## src/hw/rtl/cce_pkg.sv

```systemverilog
package cce_pkg;

   // Stream payload widths
   localparam int REQ_DATA_W = 24;
   localparam int RSP_DATA_W = 32;

   // Masked command codes
   localparam logic [7:0] OP_WRITE     = 8'h01;
   localparam logic [7:0] OP_READ      = 8'h02;
   localparam logic [7:0] OP_NOP       = 8'h03;
   localparam logic [7:0] OP_SENSE     = 8'h04;
   localparam logic [7:0] OP_CONTROL   = 8'h07;
   localparam logic [7:0] OP_RESERVED  = 8'h0C;
   localparam logic [7:0] OP_SENSE_CMD = 8'h14;
   localparam logic [7:0] OP_SET_BASIC = 8'h43;
   localparam logic [7:0] OP_WRITE_EOF = 8'h81;
   localparam logic [7:0] OP_SET_EXT   = 8'hC3;
   localparam logic [7:0] OP_PREPARE   = 8'hE3;
   localparam logic [7:0] OP_SENSE_ID  = 8'hE4;

   // Control unit identity and sense codes
   localparam logic [23:0] CU_TYPE      = 24'h308860;
   localparam logic [7:0]  SENSE_REJECT = 8'h80;
   localparam logic [7:0]  ID_LEAD_BYTE = 8'hFF;
   localparam logic [7:0]  ID_LAST_BYTE = 8'h01;
   localparam logic [2:0]  ID_LEN       = 3'd7;

   // Controller to datapath
   typedef struct packed {
      logic execute;   // decode the accepted command
      logic step;      // advance to the next result
   } cce_cmd_type;

   // Datapath to controller
   typedef struct packed {
      logic last_beat; // current result is the final one
   } cce_stat_type;

   // Sense-ID byte at a given position
   function automatic logic [7:0] cce_id_byte(input logic [2:0] idx,
                                              input logic [15:0] dev_type);
      logic [7:0] b;
      case (idx)
         3'd0:    b = ID_LEAD_BYTE;
         3'd1:    b = CU_TYPE[23:16];
         3'd2:    b = CU_TYPE[15:8];
         3'd3:    b = CU_TYPE[7:0];
         3'd4:    b = dev_type[15:8];
         3'd5:    b = dev_type[7:0];
         default: b = ID_LAST_BYTE;
      endcase
      return b;
   endfunction

endpackage

```

## src/hw/rtl/cce_ctrl.sv

```systemverilog
module cce_ctrl
   import cce_pkg::*;
(
   input  logic         clock,
   input  logic         reset,
   input  logic         req_tvalid,
   output logic         req_tready,
   output logic         rsp_tvalid,
   input  logic         rsp_tready,
   output cce_cmd_type  cmd,
   input  cce_stat_type stat
);

   typedef enum logic [0:0] {
      ST_IDLE,
      ST_SEND
   } state_type;

   state_type state_ff, state_in;
   logic      rsp_valid_ff, rsp_valid_in;
   logic      rsp_xfer;

   assign req_tready  = (state_ff == ST_IDLE);
   assign rsp_tvalid  = rsp_valid_ff;
   assign rsp_xfer    = rsp_valid_ff && rsp_tready;
   assign cmd.execute = req_tvalid && req_tready;
   assign cmd.step    = rsp_xfer && !stat.last_beat;

   // Next state: accept in idle, drain results, return after last transfer
   always_comb begin
      state_in     = state_ff;
      rsp_valid_in = rsp_valid_ff;
      case (state_ff)
         ST_IDLE: begin
            if (cmd.execute) begin
               state_in     = ST_SEND;
               rsp_valid_in = 1'b1;
            end
         end
         ST_SEND: begin
            if (rsp_xfer && stat.last_beat) begin
               state_in     = ST_IDLE;
               rsp_valid_in = 1'b0;
            end
         end
         default: begin
            state_in     = ST_IDLE;
            rsp_valid_in = 1'b0;
         end
      endcase
   end

   always_ff @(posedge clock) begin
      if (reset) begin
         state_ff     <= ST_IDLE;
         rsp_valid_ff <= 1'b0;
      end else begin
         state_ff     <= state_in;
         rsp_valid_ff <= rsp_valid_in;
      end
   end

endmodule

```

## src/hw/rtl/cce_dp.sv

```systemverilog
module cce_dp
   import cce_pkg::*;
(
   input  logic         clock,
   input  logic         reset,
   input  cce_cmd_type  cmd,
   output cce_stat_type stat,
   input  logic [7:0]   command_code,
   input  logic [15:0]  byte_count,
   input  logic         csr_valid,
   input  logic [15:0]  csr_data,
   output logic         unit_check,
   output logic         unit_exception,
   output logic [15:0]  residual_count,
   output logic         more_data,
   output logic         data_valid,
   output logic [7:0]   data_byte,
   output logic         last_result
);

   // Architectural state
   logic        ext_mode_ff, ext_mode_in;
   logic [7:0]  sense_reg_ff, sense_reg_in;
   logic [15:0] dev_type_ff, dev_type_in;

   // Per-command result registers
   logic        uc_ff, uc_in;
   logic        ux_ff, ux_in;
   logic [15:0] resid_ff, resid_in;
   logic        more_ff, more_in;
   logic        has_data_ff, has_data_in;
   logic        is_sense_ff, is_sense_in;
   logic [7:0]  sense_byte_ff, sense_byte_in;
   logic [2:0]  last_idx_ff, last_idx_in;
   logic [2:0]  idx_ff, idx_in;

   logic [7:0]  op;
   logic [2:0]  ndata;
   logic        short_id;

   // Strip modifier bits by the fixed priority chain
   function automatic logic [7:0] mask_code(input logic [7:0] code, input logic ext);
      logic [7:0] m;
      if (code[2:0] == 3'b111)              m = OP_CONTROL;
      else if (code[1:0] == 2'b10)          m = OP_READ;
      else if (code[3:0] == 4'b1100)        m = OP_RESERVED;
      else if (code[1:0] == 2'b01)          m = ext ? (code & 8'h83) : OP_WRITE;
      else if (code[4:0] == 5'b10100)       m = OP_SENSE_CMD;
      else if ((code & 8'h47) == OP_NOP)    m = OP_NOP;
      else if ((code & 8'hC7) == OP_SET_BASIC) m = OP_SET_BASIC;
      else                                  m = code;
      return m;
   endfunction

   assign op       = mask_code(command_code, ext_mode_ff);
   assign short_id = (byte_count < {13'd0, ID_LEN});

   // Decode the command and work out status, state updates and result count
   always_comb begin
      ext_mode_in   = ext_mode_ff;
      sense_reg_in  = sense_reg_ff;
      dev_type_in   = csr_valid ? csr_data : dev_type_ff;
      uc_in         = uc_ff;
      ux_in         = ux_ff;
      resid_in      = resid_ff;
      more_in       = more_ff;
      has_data_in   = has_data_ff;
      is_sense_in   = is_sense_ff;
      sense_byte_in = sense_byte_ff;
      last_idx_in   = last_idx_ff;
      idx_in        = cmd.step ? idx_ff + 3'd1 : idx_ff;
      ndata         = 3'd0;

      if (cmd.execute) begin
         uc_in         = 1'b0;
         ux_in         = 1'b0;
         resid_in      = byte_count;
         more_in       = 1'b0;
         is_sense_in   = 1'b0;
         sense_byte_in = sense_reg_ff;
         idx_in        = 3'd0;
         case (op)
            OP_WRITE: begin
               resid_in = '0;
            end
            OP_WRITE_EOF, OP_CONTROL, OP_NOP, OP_PREPARE, OP_SENSE_CMD: begin
            end
            OP_READ: begin
               ux_in = 1'b1;
            end
            OP_SET_BASIC: begin
               if (!ext_mode_ff) begin
                  sense_reg_in = SENSE_REJECT;
                  uc_in        = 1'b1;
               end else begin
                  ext_mode_in = 1'b0;
                  resid_in    = '0;
               end
            end
            OP_SET_EXT: begin
               ext_mode_in = 1'b1;
               resid_in    = '0;
            end
            OP_SENSE: begin
               if (!ext_mode_ff) begin
                  sense_reg_in = SENSE_REJECT;
                  uc_in        = 1'b1;
               end else begin
                  ndata        = (byte_count != '0) ? 3'd1 : 3'd0;
                  more_in      = (byte_count == '0);
                  is_sense_in  = 1'b1;
                  sense_reg_in = '0;
               end
            end
            OP_SENSE_ID: begin
               ndata   = short_id ? byte_count[2:0] : ID_LEN;
               more_in = short_id;
            end
            default: begin
               sense_reg_in = SENSE_REJECT;
               uc_in        = 1'b1;
            end
         endcase
         if (ndata != 3'd0) begin
            resid_in = byte_count - {13'd0, ndata};
         end
         has_data_in = (ndata != 3'd0);
         last_idx_in = (ndata != 3'd0) ? ndata - 3'd1 : 3'd0;
      end
   end

   // Hold architectural state
   always_ff @(posedge clock) begin
      if (reset) begin
         ext_mode_ff  <= 1'b0;
         sense_reg_ff <= '0;
         dev_type_ff  <= '0;
      end else begin
         ext_mode_ff  <= ext_mode_in;
         sense_reg_ff <= sense_reg_in;
         dev_type_ff  <= dev_type_in;
      end
   end

   // Hold result fields of the current command
   always_ff @(posedge clock) begin
      uc_ff         <= uc_in;
      ux_ff         <= ux_in;
      resid_ff      <= resid_in;
      more_ff       <= more_in;
      has_data_ff   <= has_data_in;
      is_sense_ff   <= is_sense_in;
      sense_byte_ff <= sense_byte_in;
      last_idx_ff   <= last_idx_in;
      idx_ff        <= idx_in;
   end

   assign stat.last_beat = (idx_ff == last_idx_ff);

   // Present the current result
   assign unit_check     = uc_ff;
   assign unit_exception = ux_ff;
   assign residual_count = resid_ff;
   assign more_data      = more_ff;
   assign data_valid     = has_data_ff;
   assign last_result    = stat.last_beat;
   assign data_byte      = !has_data_ff ? 8'h00 :
                           is_sense_ff  ? sense_byte_ff :
                                          cce_id_byte(idx_ff, dev_type_ff);

endmodule

```

## src/hw/rtl/channel_command_executor.sv

```systemverilog
// Channel command executor. One command (code byte and byte count) is taken
// while the block is idle; it is decoded in the cycle of its transfer, and
// its results then leave one per cycle unless the result side stalls. A command
// occupies the block until its last result is taken; the result sequencer steps
// through the identifier bytes of a sense-ID one result at a time. The device type
// register is written through the csr port, which is always ready; write it
// only while no command is in progress.
module channel_command_executor
   import cce_pkg::*;
(
   input  logic                  clock,
   input  logic                  reset,
   // command_code [7:0], byte_count [23:8]
   input  logic                  req_tvalid,
   output logic                  req_tready,
   input  logic [REQ_DATA_W-1:0] req_tdata,
   // channel_end [0], device_end [1], unit_check [2], unit_exception [3],
   // residual_count [19:4], more_data [20], data_byte [28:21], zero [31:29]
   output logic                  rsp_tvalid,
   input  logic                  rsp_tready,
   output logic [RSP_DATA_W-1:0] rsp_tdata,
   // data_valid [0]
   output logic                  rsp_tuser,
   // last_result
   output logic                  rsp_tlast,
   // device_type
   input  logic                  csr_valid,
   output logic                  csr_ready,
   input  logic [15:0]           csr_data
);

   cce_cmd_type  cmd;
   cce_stat_type stat;
   logic         unit_check;
   logic         unit_exception;
   logic [15:0]  residual_count;
   logic         more_data;
   logic [7:0]   data_byte;

   assign csr_ready = 1'b1;

   cce_ctrl u_ctrl (
      .clock      (clock),
      .reset      (reset),
      .req_tvalid (req_tvalid),
      .req_tready (req_tready),
      .rsp_tvalid (rsp_tvalid),
      .rsp_tready (rsp_tready),
      .cmd        (cmd),
      .stat       (stat)
   );

   cce_dp u_dp (
      .clock          (clock),
      .reset          (reset),
      .cmd            (cmd),
      .stat           (stat),
      .command_code   (req_tdata[7:0]),
      .byte_count     (req_tdata[23:8]),
      .csr_valid      (csr_valid),
      .csr_data       (csr_data),
      .unit_check     (unit_check),
      .unit_exception (unit_exception),
      .residual_count (residual_count),
      .more_data      (more_data),
      .data_valid     (rsp_tuser),
      .data_byte      (data_byte),
      .last_result    (rsp_tlast)
   );

   // Pack the result word; channel end and device end are always set
   assign rsp_tdata = {3'b000, data_byte, more_data, residual_count,
                       unit_exception, unit_check, 1'b1, 1'b1};

endmodule

```

## config.mk

```make
export PLATFORM = sky130hd
export DESIGN_NAME = channel_command_executor
export DESIGN_NICKNAME = d
export VERILOG_FILES = /design/src/hw/rtl/cce_pkg.sv /design/src/hw/rtl/cce_ctrl.sv /design/src/hw/rtl/cce_dp.sv /design/src/hw/rtl/channel_command_executor.sv
export SDC_FILE = /design/constraint.sdc
export NUM_CORES = 1
export LEC_CHECK = 0
export ABC_CLOCK_PERIOD_IN_PS = 4900
export BUFFER_PORTS_ARGS = -buffer_cell sky130_fd_sc_hd__clkbuf_2
export CORE_ASPECT_RATIO = 2
export CORE_MARGIN = 2
export CORE_UTILIZATION = 40
export DETAILED_ROUTE_END_ITERATION = 10
export GPL_TIMING_DRIVEN = 0
export HOLD_SLACK_MARGIN = 0.1
export PLACE_DENSITY = 0.72
export SLEW_MARGIN = 20
export SYNTH_ARGS = -nofsm -noshare
export SYNTH_HDL_FRONTEND = slang
export SYNTH_HIERARCHICAL = 1
export SYNTH_SLANG_ARGS = --single-unit
```

## constraint.sdc

```tcl
create_clock -name clock -period 4.9 [get_ports clock]
set_input_delay 0.735 -clock clock [delete_from_list [all_inputs] [get_ports clock]]
set_output_delay 0.735 -clock clock [all_outputs]
set_load 0.1 [all_outputs]
```

==> flow_metrics.env, run 1 <==
export IMPL_wl_met3_um=316
export IMPL_layout_nets=449
export IMPL_drc_errors=0
export IMPL_n_antenna_cell=0
export IMPL_critPathSlowestCell="or4_4"
export IMPL_reg2reg_slack_ns=1.30
export IMPL_clk_latency_ns=0.29
export IMPL_layout_drive_gt1_share_pct=26.1
export IMPL_irDropWorstVdd_mv=0.187
export IMPL_maxCapViolCount=0
export IMPL_highest_layer="met4"
export IMPL_grt_usage_pct=17.9
export IMPL_die_w_um=64.0
export IMPL_cp_arrival_ns=4.32
export IMPL_row_count=43
export IMPL_ys_top_cells_by_area="edfxtp_1, dfxtp_1, mux2i_1, nor2_1, ha_1"
export IMPL_synth_edf_count=25
export IMPL_cp_max_fo=10
export IMPL_yosysMostFrequentCell="nor2_1"
export IMPL_ys_types=62
export IMPL_ys_ff_latch=48
export IMPL_post_cts_buffers=0
export IMPL_drt_iter0_drc=120
export IMPL_hold_end="u_dp/sense_reg_ff[7]$_SDFFE_PP0P_"
export IMPL_hold_class="register to register"
export IMPL_rsz0062_at_grt="false"
export IMPL_timing_rr_start="u_dp/ext_mode_ff$_SDFFE_PP0P_"
export IMPL_numCtsBuffers=5
export IMPL_yosysTopAreaCell="edfxtp_1"
export IMPL_tns_ns=0
export IMPL_regToRegEndpoint="u_dp/residual_count[14]$_DFFE_PP_"
export IMPL_cts_root_buffer="clkbuf_16"
export IMPL_tightest_slew_ns=0.694
export IMPL_clk_pin_slew_ns=0.06
export IMPL_ant_nets=0
export IMPL_worst_setup_path_start_kind="input port"
export IMPL_power_density_nw_per_um2=327
export IMPL_worstSetupPathType="input port to register"
export IMPL_ys_flop_type="edfxtp_1"
export IMPL_placed_cell_area_sq_um=3390
export IMPL_io_buffers=72
export IMPL_synth_top_area_share_pct=26.1
export IMPL_dieHeight_um=124
export IMPL_drv_slew=0
export IMPL_gr_total_overflow=0
export IMPL_cp_required_ns=4.99
export IMPL_final_cell_area_sq_um=3530
export IMPL_relSlewSlack_pct=53.7
export IMPL_fillers=660
export IMPL_reg2reg_depth=12
export IMPL_pin_count=82
export IMPL_wl_met1_um=2430
export IMPL_place_gp_congestion=0.871
export IMPL_cts_tree="built"
export IMPL_vias=2628
export IMPL_skew_ns=0.00587
export IMPL_setup_viol=0
export IMPL_synth_common_cells="nor2_1, edfxtp_1, dfxtp_1, o21ai_0, mux2i_1"
export IMPL_crit_chain="clkbuf_2, or4_4, or4_1, or2_2, o21ai_0, ha_1, ha_1, clkbuf_1, buf_1, nand2_1, o22ai_1"
export IMPL_holdBufCountCts=0
export IMPL_syn_cell_area_sq_um=2880
export IMPL_cp_common_cell="ha_1"
export IMPL_min_from="u_dp/sense_reg_ff[7]$_SDFFE_PP0P_"
export IMPL_synth_seq_area_share_pct=42.1
export IMPL_grt_pass1_wl_um=11000
export IMPL_p_leak_nw=1.49
export IMPL_cp_end_kind="register"
export IMPL_hold_viol=0
export IMPL_dr_pass1_iters=4
export IMPL_finalCritPeriodShare_pct=86.3
export IMPL_post_drt_via_cell_ratio=5.43
export IMPL_core_sq_um=6940
export IMPL_outcome="finished, final reports clean"
export IMPL_critPathMaxStageDelay_ns=0.54
export IMPL_antenna_found_initial=0
export IMPL_synth_warnings=6
export IMPL_power_w=0.00116
export IMPL_wl_per_cell_um=14.6
export IMPL_wl_met2_um=4030
export IMPL_avgSynthCellArea_sq_um=9.31
export IMPL_synthArstFlopShare_pct=0
export IMPL_hpwl_um=5630
export IMPL_clock_sinks=48
export IMPL_die_area_sq_um=7930
export IMPL_min_period_ns=4.23
export IMPL_syn_inst=309
export IMPL_start_util_pct=41.5
export IMPL_clk_path_buf_depth=2
export IMPL_grt_start_max_net_pins=28
export IMPL_grt_pass1_vias=2487
export IMPL_dp_cells=476
export IMPL_finalNonFillerCells=484
export IMPL_cts_max_level=2
export IMPL_min_path_cells=2
export IMPL_postCtsResizedCells=0
export IMPL_fmax_ghz=0.236
export IMPL_syn_to_final_growth_pct=22.8
export IMPL_hold_worst_slack_ns=0.470
export IMPL_routed_wl_um=7070
where the power goes:
group / internal, W / switching [W]
Sequential: 0.000451 / 0.0000144
Clock: 0.000188 / 0.000147
Combinational: 0.0000815 / 0.000274
Total: 0.000720 / 0.000435
sequential cells by signal, summed over array words and instances, names as in the netlist:
signal               flops
u_ctrl/rsp_tvalid        1
u_ctrl/state_ff          1
u_dp/data_valid          1
u_dp/dev_type_ff        16
u_dp/ext_mode_ff         1
u_dp/idx_ff              3
u_dp/is_sense_ff         1
u_dp/last_idx_ff         3
u_dp/more_data           1
u_dp/residual_count     16
u_dp/sense_byte_ff       1
u_dp/sense_reg_ff        1
u_dp/unit_check          1
u_dp/unit_exception      1
layout by cell type, fill, tap and decap left out, drive strengths merged, types with 2 or more instances in the layout:
master,count
a211o,2
a211oi,9
a21o,3
a21oi,14
a22oi,3
a2bb2oi,2
a31oi,8
buf,14
clkbuf,88
clkinv,4
conb,6
dfxtp,23
edfxtp,25
ha,10
inv,15
mux2i,17
nand2,15
nand2b,2
nand3,5
nand3b,2
nor2,38
nor2b,5
nor3,9
nor4,3
o21a,5
o21ai,19
o22ai,5
or2,3
or3,3
or4,5
xnor2,4
xor2,4
how the worst max path moves through the flow:
stage,startpoint,end,slack (ns),cells past startpoint
after floorplan,u_dp/idx_ff[2]$_SDFFE_PP0P_,rsp_tdata[21],0.60,5
after global placement,req_tdata[16],u_dp/residual_count[15]$_DFFE_PP_,0.43,11
after detailed placement,req_tdata[16],u_dp/residual_count[13]$_DFFE_PP_,0.36,11
after CTS,req_tdata[16],u_dp/residual_count[13]$_DFFE_PP_,0.68,11
after global routing,req_tdata[16],u_dp/residual_count[13]$_DFFE_PP_,0.39,11
final,req_tdata[16],u_dp/residual_count[13]$_DFFE_PP_,0.67,11
per-layer routing:
metal,GRT usage [%],vias up
li1,-,1299
met1,16.5,1227
met2,35.6,86
met3,2.53,16
met4,11.0,0
met5,0,-
cell families after synthesis:
| logic type | share of synthesized area, % |
|---|---|
| compound gates | 20.5 |
| flops | 42.1 |
| xor+xnor | 2.43 |
| fa+ha+maj | 5.04 |
| other cells | 0.261 |
| buf+inv | 6.56 |
| simple gates | 17.2 |
| mux | 5.91 |
critical path: cells and delay by family:
family	cells	cell delay (ns)
compound gates	2	0.66
fa+ha+maj	2	0.47
simple gates	4	1.50
buf+inv	3	0.94
final cells by class:
| type | instances | area, sq um | area share, % |
|---|---|---|---|
| Tap cell | 90 | 113 | 3.19 |
| Timing Repair Buffer | 73 | 380 | 10.8 |
| Buffer | 24 | 129 | 3.65 |
| Inverter | 16 | 60.1 | 1.70 |
| Clock buffer | 5 | 125 | 3.54 |
| Sequential cell | 48 | 1210 | 34.3 |
| Clock inverter | 3 | 18.8 | 0.531 |
| Multi-Input combinational cell | 225 | 1500 | 42.4 |
per-stage QoR:
stage	setup WS (ns)	utilization (%)
2_1_floorplan	0.604	-
3_5_place_dp	0.356	48.9
5_1_grt	0.393	50.9
6_report	0.671	50.9
3_3_place_gp	0.431	48.5
4_1_cts	0.675	50.9
No activity file was read; power rests on OpenSTA's default activity.
==> inputs of run 2 (changes only) <==
- GPL_TIMING_DRIVEN: 0 -> not set
- SKIP_LAST_GASP: not set -> 1
==> run 2 against run 1 <==
Effect of this change: clock power is 8.7% higher; critical path depth stayed put; core utilization is 1.6 points lower; sequential share of layout area is 1.1 points higher.
==> flow_metrics.env, run 2 (same netlist as run 1, synthesis figures left out) <==
export IMPL_vias=2531
export IMPL_cp_arrival_ns=4.21
export IMPL_wl_per_cell_um=15.3
export IMPL_post_cts_buffers=0
export IMPL_layout_common_cells="clkbuf_2, nor2_1, edfxtp_1"
export IMPL_dr_pass1_iters=4
export IMPL_layout_nets=429
export IMPL_cts_max_level=2
export IMPL_io_buffers=75
export IMPL_finalNonFillerCells=464
export IMPL_outcome="finished, final reports clean"
export IMPL_numCtsBuffers=5
export IMPL_cts_tree="built"
export IMPL_cp_required_ns=4.92
export IMPL_cp_common_cell="or4_4"
export IMPL_core_sq_um=6940
export IMPL_ant_nets=0
export IMPL_pin_count=82
export IMPL_hold_class="register to register"
export IMPL_drt_iter0_drc=128
export IMPL_hold_viol=0
export IMPL_drv_slew=0
export IMPL_antenna_found_initial=0
export IMPL_final_common_cell="clkbuf_2"
export IMPL_row_count=43
export IMPL_reg2reg_depth=12
export IMPL_holdBufCountCts=0
export IMPL_fmax_ghz=0.239
export IMPL_critPathMaxStageDelay_ns=0.54
export IMPL_syn_to_final_growth_pct=19.0
export IMPL_cp_end_kind="register"
export IMPL_routed_wl_um=7080
export IMPL_power_density_nw_per_um2=342
export IMPL_relSlewSlack_pct=47.2
export IMPL_clk_latency_ns=0.29
export IMPL_critPathSlowestCell="or4_4"
export IMPL_tightest_slew_ns=0.780
export IMPL_grt_pass1_vias=2534
export IMPL_cp_max_fo=7
export IMPL_die_w_um=64.0
export IMPL_grt_pass1_wl_um=11500
export IMPL_finalCritPeriodShare_pct=85.5
export IMPL_place_gp_congestion=0.915
export IMPL_crit_chain="clkbuf_2, or4_4, or4_1, or2_2, o21ai_0, ha_1, nor2b_1, o21a_1, or4_4, o41ai_1, o22ai_1"
export IMPL_layout_drive_gt1_share_pct=25.1
export IMPL_skew_ns=0.00266
export IMPL_hpwl_um=5540
export IMPL_min_path_cells=2
export IMPL_drc_errors=0
export IMPL_gr_total_overflow=0
export IMPL_rsz0062_at_grt="false"
export IMPL_dieHeight_um=124
export IMPL_cts_root_buffer="clkbuf_16"
export IMPL_clock_sinks=48
export IMPL_tns_ns=0
export IMPL_post_drt_via_cell_ratio=5.45
export IMPL_start_util_pct=41.5
export IMPL_grt_usage_pct=18.7
export IMPL_irDropWorstVdd_mv=0.188
export IMPL_dp_cells=456
export IMPL_worstSetupPathType="input port to register"
export IMPL_setup_viol=0
export IMPL_grt_start_max_net_pins=28
export IMPL_clk_path_buf_depth=2
export IMPL_worst_setup_path_start_kind="input port"
export IMPL_clk_pin_slew_ns=0.06
export IMPL_n_antenna_cell=0
export IMPL_maxCapViolCount=0
export IMPL_postCtsResizedCells=0
export IMPL_min_period_ns=4.19
export IMPL_die_area_sq_um=7930
export IMPL_p_leak_nw=1.43
-- run 2: cell types whose count changed in the layout (fill, tap and decap cells not counted) --
cell / previous run / this run
clkbuf_2: 72 / 75
clkinv_2: 2 / 0
nor2b_4: 1 / 0
buf_12: 1 / 0
nor2b_2: 0 / 1
buf_4: 10 / 2
clkbuf_16: 5 / 6
clkinv_4: 1 / 0
clkbuf_1: 11 / 2
buf_2: 1 / 0
buf_1: 2 / 0
-- run 2: layout make-up --
class / count / area (sq um)
fill: 663 / 3520
multi-input combinational: 225 / 1490
sequential: 48 / 1210
timing repair buffer: 77 / 390
clock buffer: 8 / 158
tap: 90 / 113
inverter: 16 / 60.1
-- run 2: power by group --
group          switching (W)  internal [W]  total, W  leakage [nW]
combinational       0.000269     0.0000724  0.000341         0.925
clock               0.000143      0.000221  0.000364        0.0763
sequential         0.0000166      0.000451  0.000468         0.433
total               0.000428      0.000744   0.00117          1.43
-- run 2: final timing paths --
kind / start / to / slack, ns
worst max register to register: u_dp/ext_mode_ff$_SDFFE_PP0P_ / u_dp/residual_count[14]$_DFFE_PP_ / 1.32
worst min register to register: u_dp/sense_reg_ff[7]$_SDFFE_PP0P_ / u_dp/sense_reg_ff[7]$_SDFFE_PP0P_ / 0.46
worst max-delay path: req_tdata[16] / u_dp/residual_count[15]$_DFFE_PP_ / 0.71
worst min-delay path: u_dp/sense_reg_ff[7]$_SDFFE_PP0P_ / u_dp/sense_reg_ff[7]$_SDFFE_PP0P_ / 0.46
-- run 2: worst max-delay path: cells and delay by family --
| kind | cells | cell delay [ns] |
|---|---|---|
| simple gates | 5 | 1.98 |
| compound gates | 4 | 1.03 |
| buf+inv | 1 | 0.13 |
| fa+ha+maj | 1 | 0.32 |
-- run 2: per-stage QoR --
step	worst slack (ns)	hold WS (ns)	cell area [sq um]	util (%)	power, W
5_1_grt	0.583	0.482	3420	49.3	0.00122
3_5_place_dp	0.421	0.453	3270	47.1	0.000817
6_report	0.711	0.460	3420	49.3	0.00117
4_1_cts	0.727	0.463	3420	49.3	0.00118
3_3_place_gp	0.549	0.442	3270	47.1	0.000815
2_1_floorplan	0.604	0.431	2890	-	0.000753
-- run 2: layer usage --
layer  vias up  track usage (%)  wire, um
met5         -                0         0
li1       1250                -         -
met1      1175             18.5      2560
met4         0             10.7       256
met3        22             3.16       293
met2        84             35.9      3960
==> inputs of run 3 (changes only) <==
- CORE_ASPECT_RATIO: 2 -> 1.1
- CTS_CLUSTER_DIAMETER: not set -> 40
==> run 3 against run 2 <==
Effect of this change: via count fell by 2.4%; register-to-register slack improved by 0.05 ns; critical path type unchanged; clock power fell by 29%; die area fell by 0.51%.
==> flow_metrics.env, run 3 (same netlist as run 1, synthesis figures left out) <==
export IMPL_hold_class="register to register"
export IMPL_numCtsBuffers=5
export IMPL_cts_root_buffer="clkbuf_8"
export IMPL_crit_path_start="req_tdata[16]"
export IMPL_dieHeight_um=93.0
export IMPL_maxCapViolCount=0
export IMPL_rsz0062_at_grt="false"
export IMPL_cp_arrival_ns=4.18
export IMPL_io_buffers=75
export IMPL_outcome="finished, final reports clean"
export IMPL_worstSetupPathType="input port to register"
export IMPL_reg2reg_slack_ns=1.37
export IMPL_cts_tree="built"
export IMPL_skew_ns=0.00381
export IMPL_wl_per_cell_um=14.2
export IMPL_clk_path_buf_depth=2
export IMPL_critPathSlowestCell="or4_4"
export IMPL_critPathMaxStageDelay_ns=0.55
export IMPL_fmax_ghz=0.242
export IMPL_hold_viol=0
export IMPL_postCtsResizedCells=0
export IMPL_intPower_w=0.000654
export IMPL_grt_start_max_net_pins=34
export IMPL_clock_sinks=48
export IMPL_dp_cells=451
export IMPL_power_density_nw_per_um2=317
export IMPL_place_gp_congestion=0.915
export IMPL_finalCritPeriodShare_pct=84.5
export IMPL_clk_latency_ns=0.29
export IMPL_drc_errors=0
export IMPL_drt_iter0_drc=101
export IMPL_pin_count=82
export IMPL_min_period_ns=4.14
export IMPL_cp_end_kind="register"
export IMPL_drv_slew=0
export IMPL_cp_required_ns=4.94
export IMPL_cp_common_cell="or4_4"
export IMPL_grt_usage_pct=16.8
export IMPL_routed_wl_um=6510
export IMPL_vias=2470
export IMPL_cp_max_fo=7
export IMPL_holdBufCountCts=0
export IMPL_post_cts_buffers=0
export IMPL_gr_total_overflow=0
export IMPL_dr_pass1_iters=4
export IMPL_cts_max_level=2
export IMPL_die_w_um=84.9
export IMPL_p_clk_share_pct=24.4
export IMPL_relSlewSlack_pct=56.0
export IMPL_start_util_pct=41.1
export IMPL_hpwl_um=4880
export IMPL_pwr_share_seq_pct=43.8
export IMPL_final_cell_area_sq_um=3360
export IMPL_layout_common_cells="clkbuf_2, nor2_1, edfxtp_1"
export IMPL_clk_pin_slew_ns=0.09
export IMPL_grt_pass1_wl_um=10900
export IMPL_antenna_found_initial=0
export IMPL_ant_nets=0
export IMPL_final_common_cell="clkbuf_2"
export IMPL_comb_power_share_pct=31.9
export IMPL_reg2reg_depth=12
export IMPL_crit_chain="clkbuf_2, or4_4, or4_1, or2_2, o21ai_0, ha_1, nor2b_1, o21a_1, or4_4, o41ai_1, o22ai_1"
export IMPL_syn_to_final_growth_pct=16.9
export IMPL_placed_cell_area_sq_um=3260
export IMPL_irDropWorstVdd_mv=0.222
export IMPL_grt_pass1_vias=2379
export IMPL_n_antenna_cell=0
export IMPL_regToRegEndpoint="u_dp/residual_count[14]$_DFFE_PP_"
export IMPL_finalNonFillerCells=459
export IMPL_crit_end="u_dp/residual_count[15]$_DFFE_PP_"
export IMPL_setup_viol=0
export IMPL_row_count=32
export IMPL_post_drt_via_cell_ratio=5.38
export IMPL_layout_drive_gt1_share_pct=25.4
export IMPL_hold_worst_slack_ns=0.456
export IMPL_core_sq_um=7010
export IMPL_swShare_pct=38.7
export IMPL_p_leak_nw=1.41
export IMPL_tns_ns=0
export IMPL_layout_nets=429
export IMPL_die_area_sq_um=7890
export IMPL_timing_rr_start="u_dp/ext_mode_ff$_SDFFE_PP0P_"
export IMPL_tightest_slew_ns=0.650
export IMPL_p_sw_w=0.000412
export IMPL_worst_setup_path_start_kind="input port"
[run 3: cell types whose count changed in the layout (fill, tap and decap cells not counted)]
cell	before	now
clkbuf_8	0	5
clkinv_2	0	1
clkbuf_1	2	1
clkbuf_16	6	1
[run 3: per-stage QoR]
stage	power (W)	setup slack, ns	util, %
final	0.00107	0.760	48.0
after global routing	0.00112	0.601	48.0
after CTS	0.00108	0.787	48.0
after detailed placement	0.000815	0.472	46.5
after global placement	0.000811	0.552	46.5
after floorplan	0.000753	0.604	-
[run 3: critical path, delay by kind of cell]
kind | cells | cell delay (ns)
simple gates | 5 | 2.00
compound gates | 4 | 1.01
fa+ha+maj | 1 | 0.31
buf+inv | 1 | 0.13
[run 3: worst min-delay path by stage]
stage,slack (ns),cells past startpoint,end,startpoint
2_1_floorplan,0.43,0,u_dp/sense_byte_ff[7]$_DFFE_PP_,u_dp/sense_reg_ff[7]$_SDFFE_PP0P_
3_3_place_gp,0.44,0,u_dp/sense_byte_ff[7]$_DFFE_PP_,u_dp/sense_reg_ff[7]$_SDFFE_PP0P_
3_5_place_dp,0.44,0,u_dp/sense_byte_ff[7]$_DFFE_PP_,u_dp/sense_reg_ff[7]$_SDFFE_PP0P_
4_1_cts,0.46,2,u_dp/sense_reg_ff[7]$_SDFFE_PP0P_,u_dp/sense_reg_ff[7]$_SDFFE_PP0P_
5_1_grt,0.47,2,u_dp/sense_reg_ff[7]$_SDFFE_PP0P_,u_dp/sense_reg_ff[7]$_SDFFE_PP0P_
6_report,0.46,2,u_dp/sense_reg_ff[7]$_SDFFE_PP0P_,u_dp/sense_reg_ff[7]$_SDFFE_PP0P_
[run 3: power groups by stage]
| stage | registers (W) | logic (W) | clock network, W |
|---|---|---|---|
| 2_1_floorplan | 0.000539 | 0.000213 | 0 |
| 3_3_place_gp | 0.000475 | 0.000336 | 0 |
| 3_5_place_dp | 0.000476 | 0.000339 | 0 |
| 4_1_cts | 0.000467 | 0.000340 | 0.000269 |
| 5_1_grt | 0.000471 | 0.000361 | 0.000285 |
| 6_report | 0.000467 | 0.000340 | 0.000260 |
[run 3: routing by layer]
metal	wire length (um)	GRT usage, %	vias to the layer above
met5	0	0	-
met3	289	3.39	6
li1	-	-	1249
met1	2900	21.8	1145
met4	67	4.76	0
met2	3260	28.1	70
[run 3: layout make-up]
class / instances / area (sq um)
sequential: 48 / 1210
clock buffer: 7 / 97.6
timing repair buffer: 77 / 390
tap: 85 / 106
clock inverter: 1 / 5.00
multi-input combinational: 225 / 1490
inverter: 16 / 60.1
fill: 659 / 3640
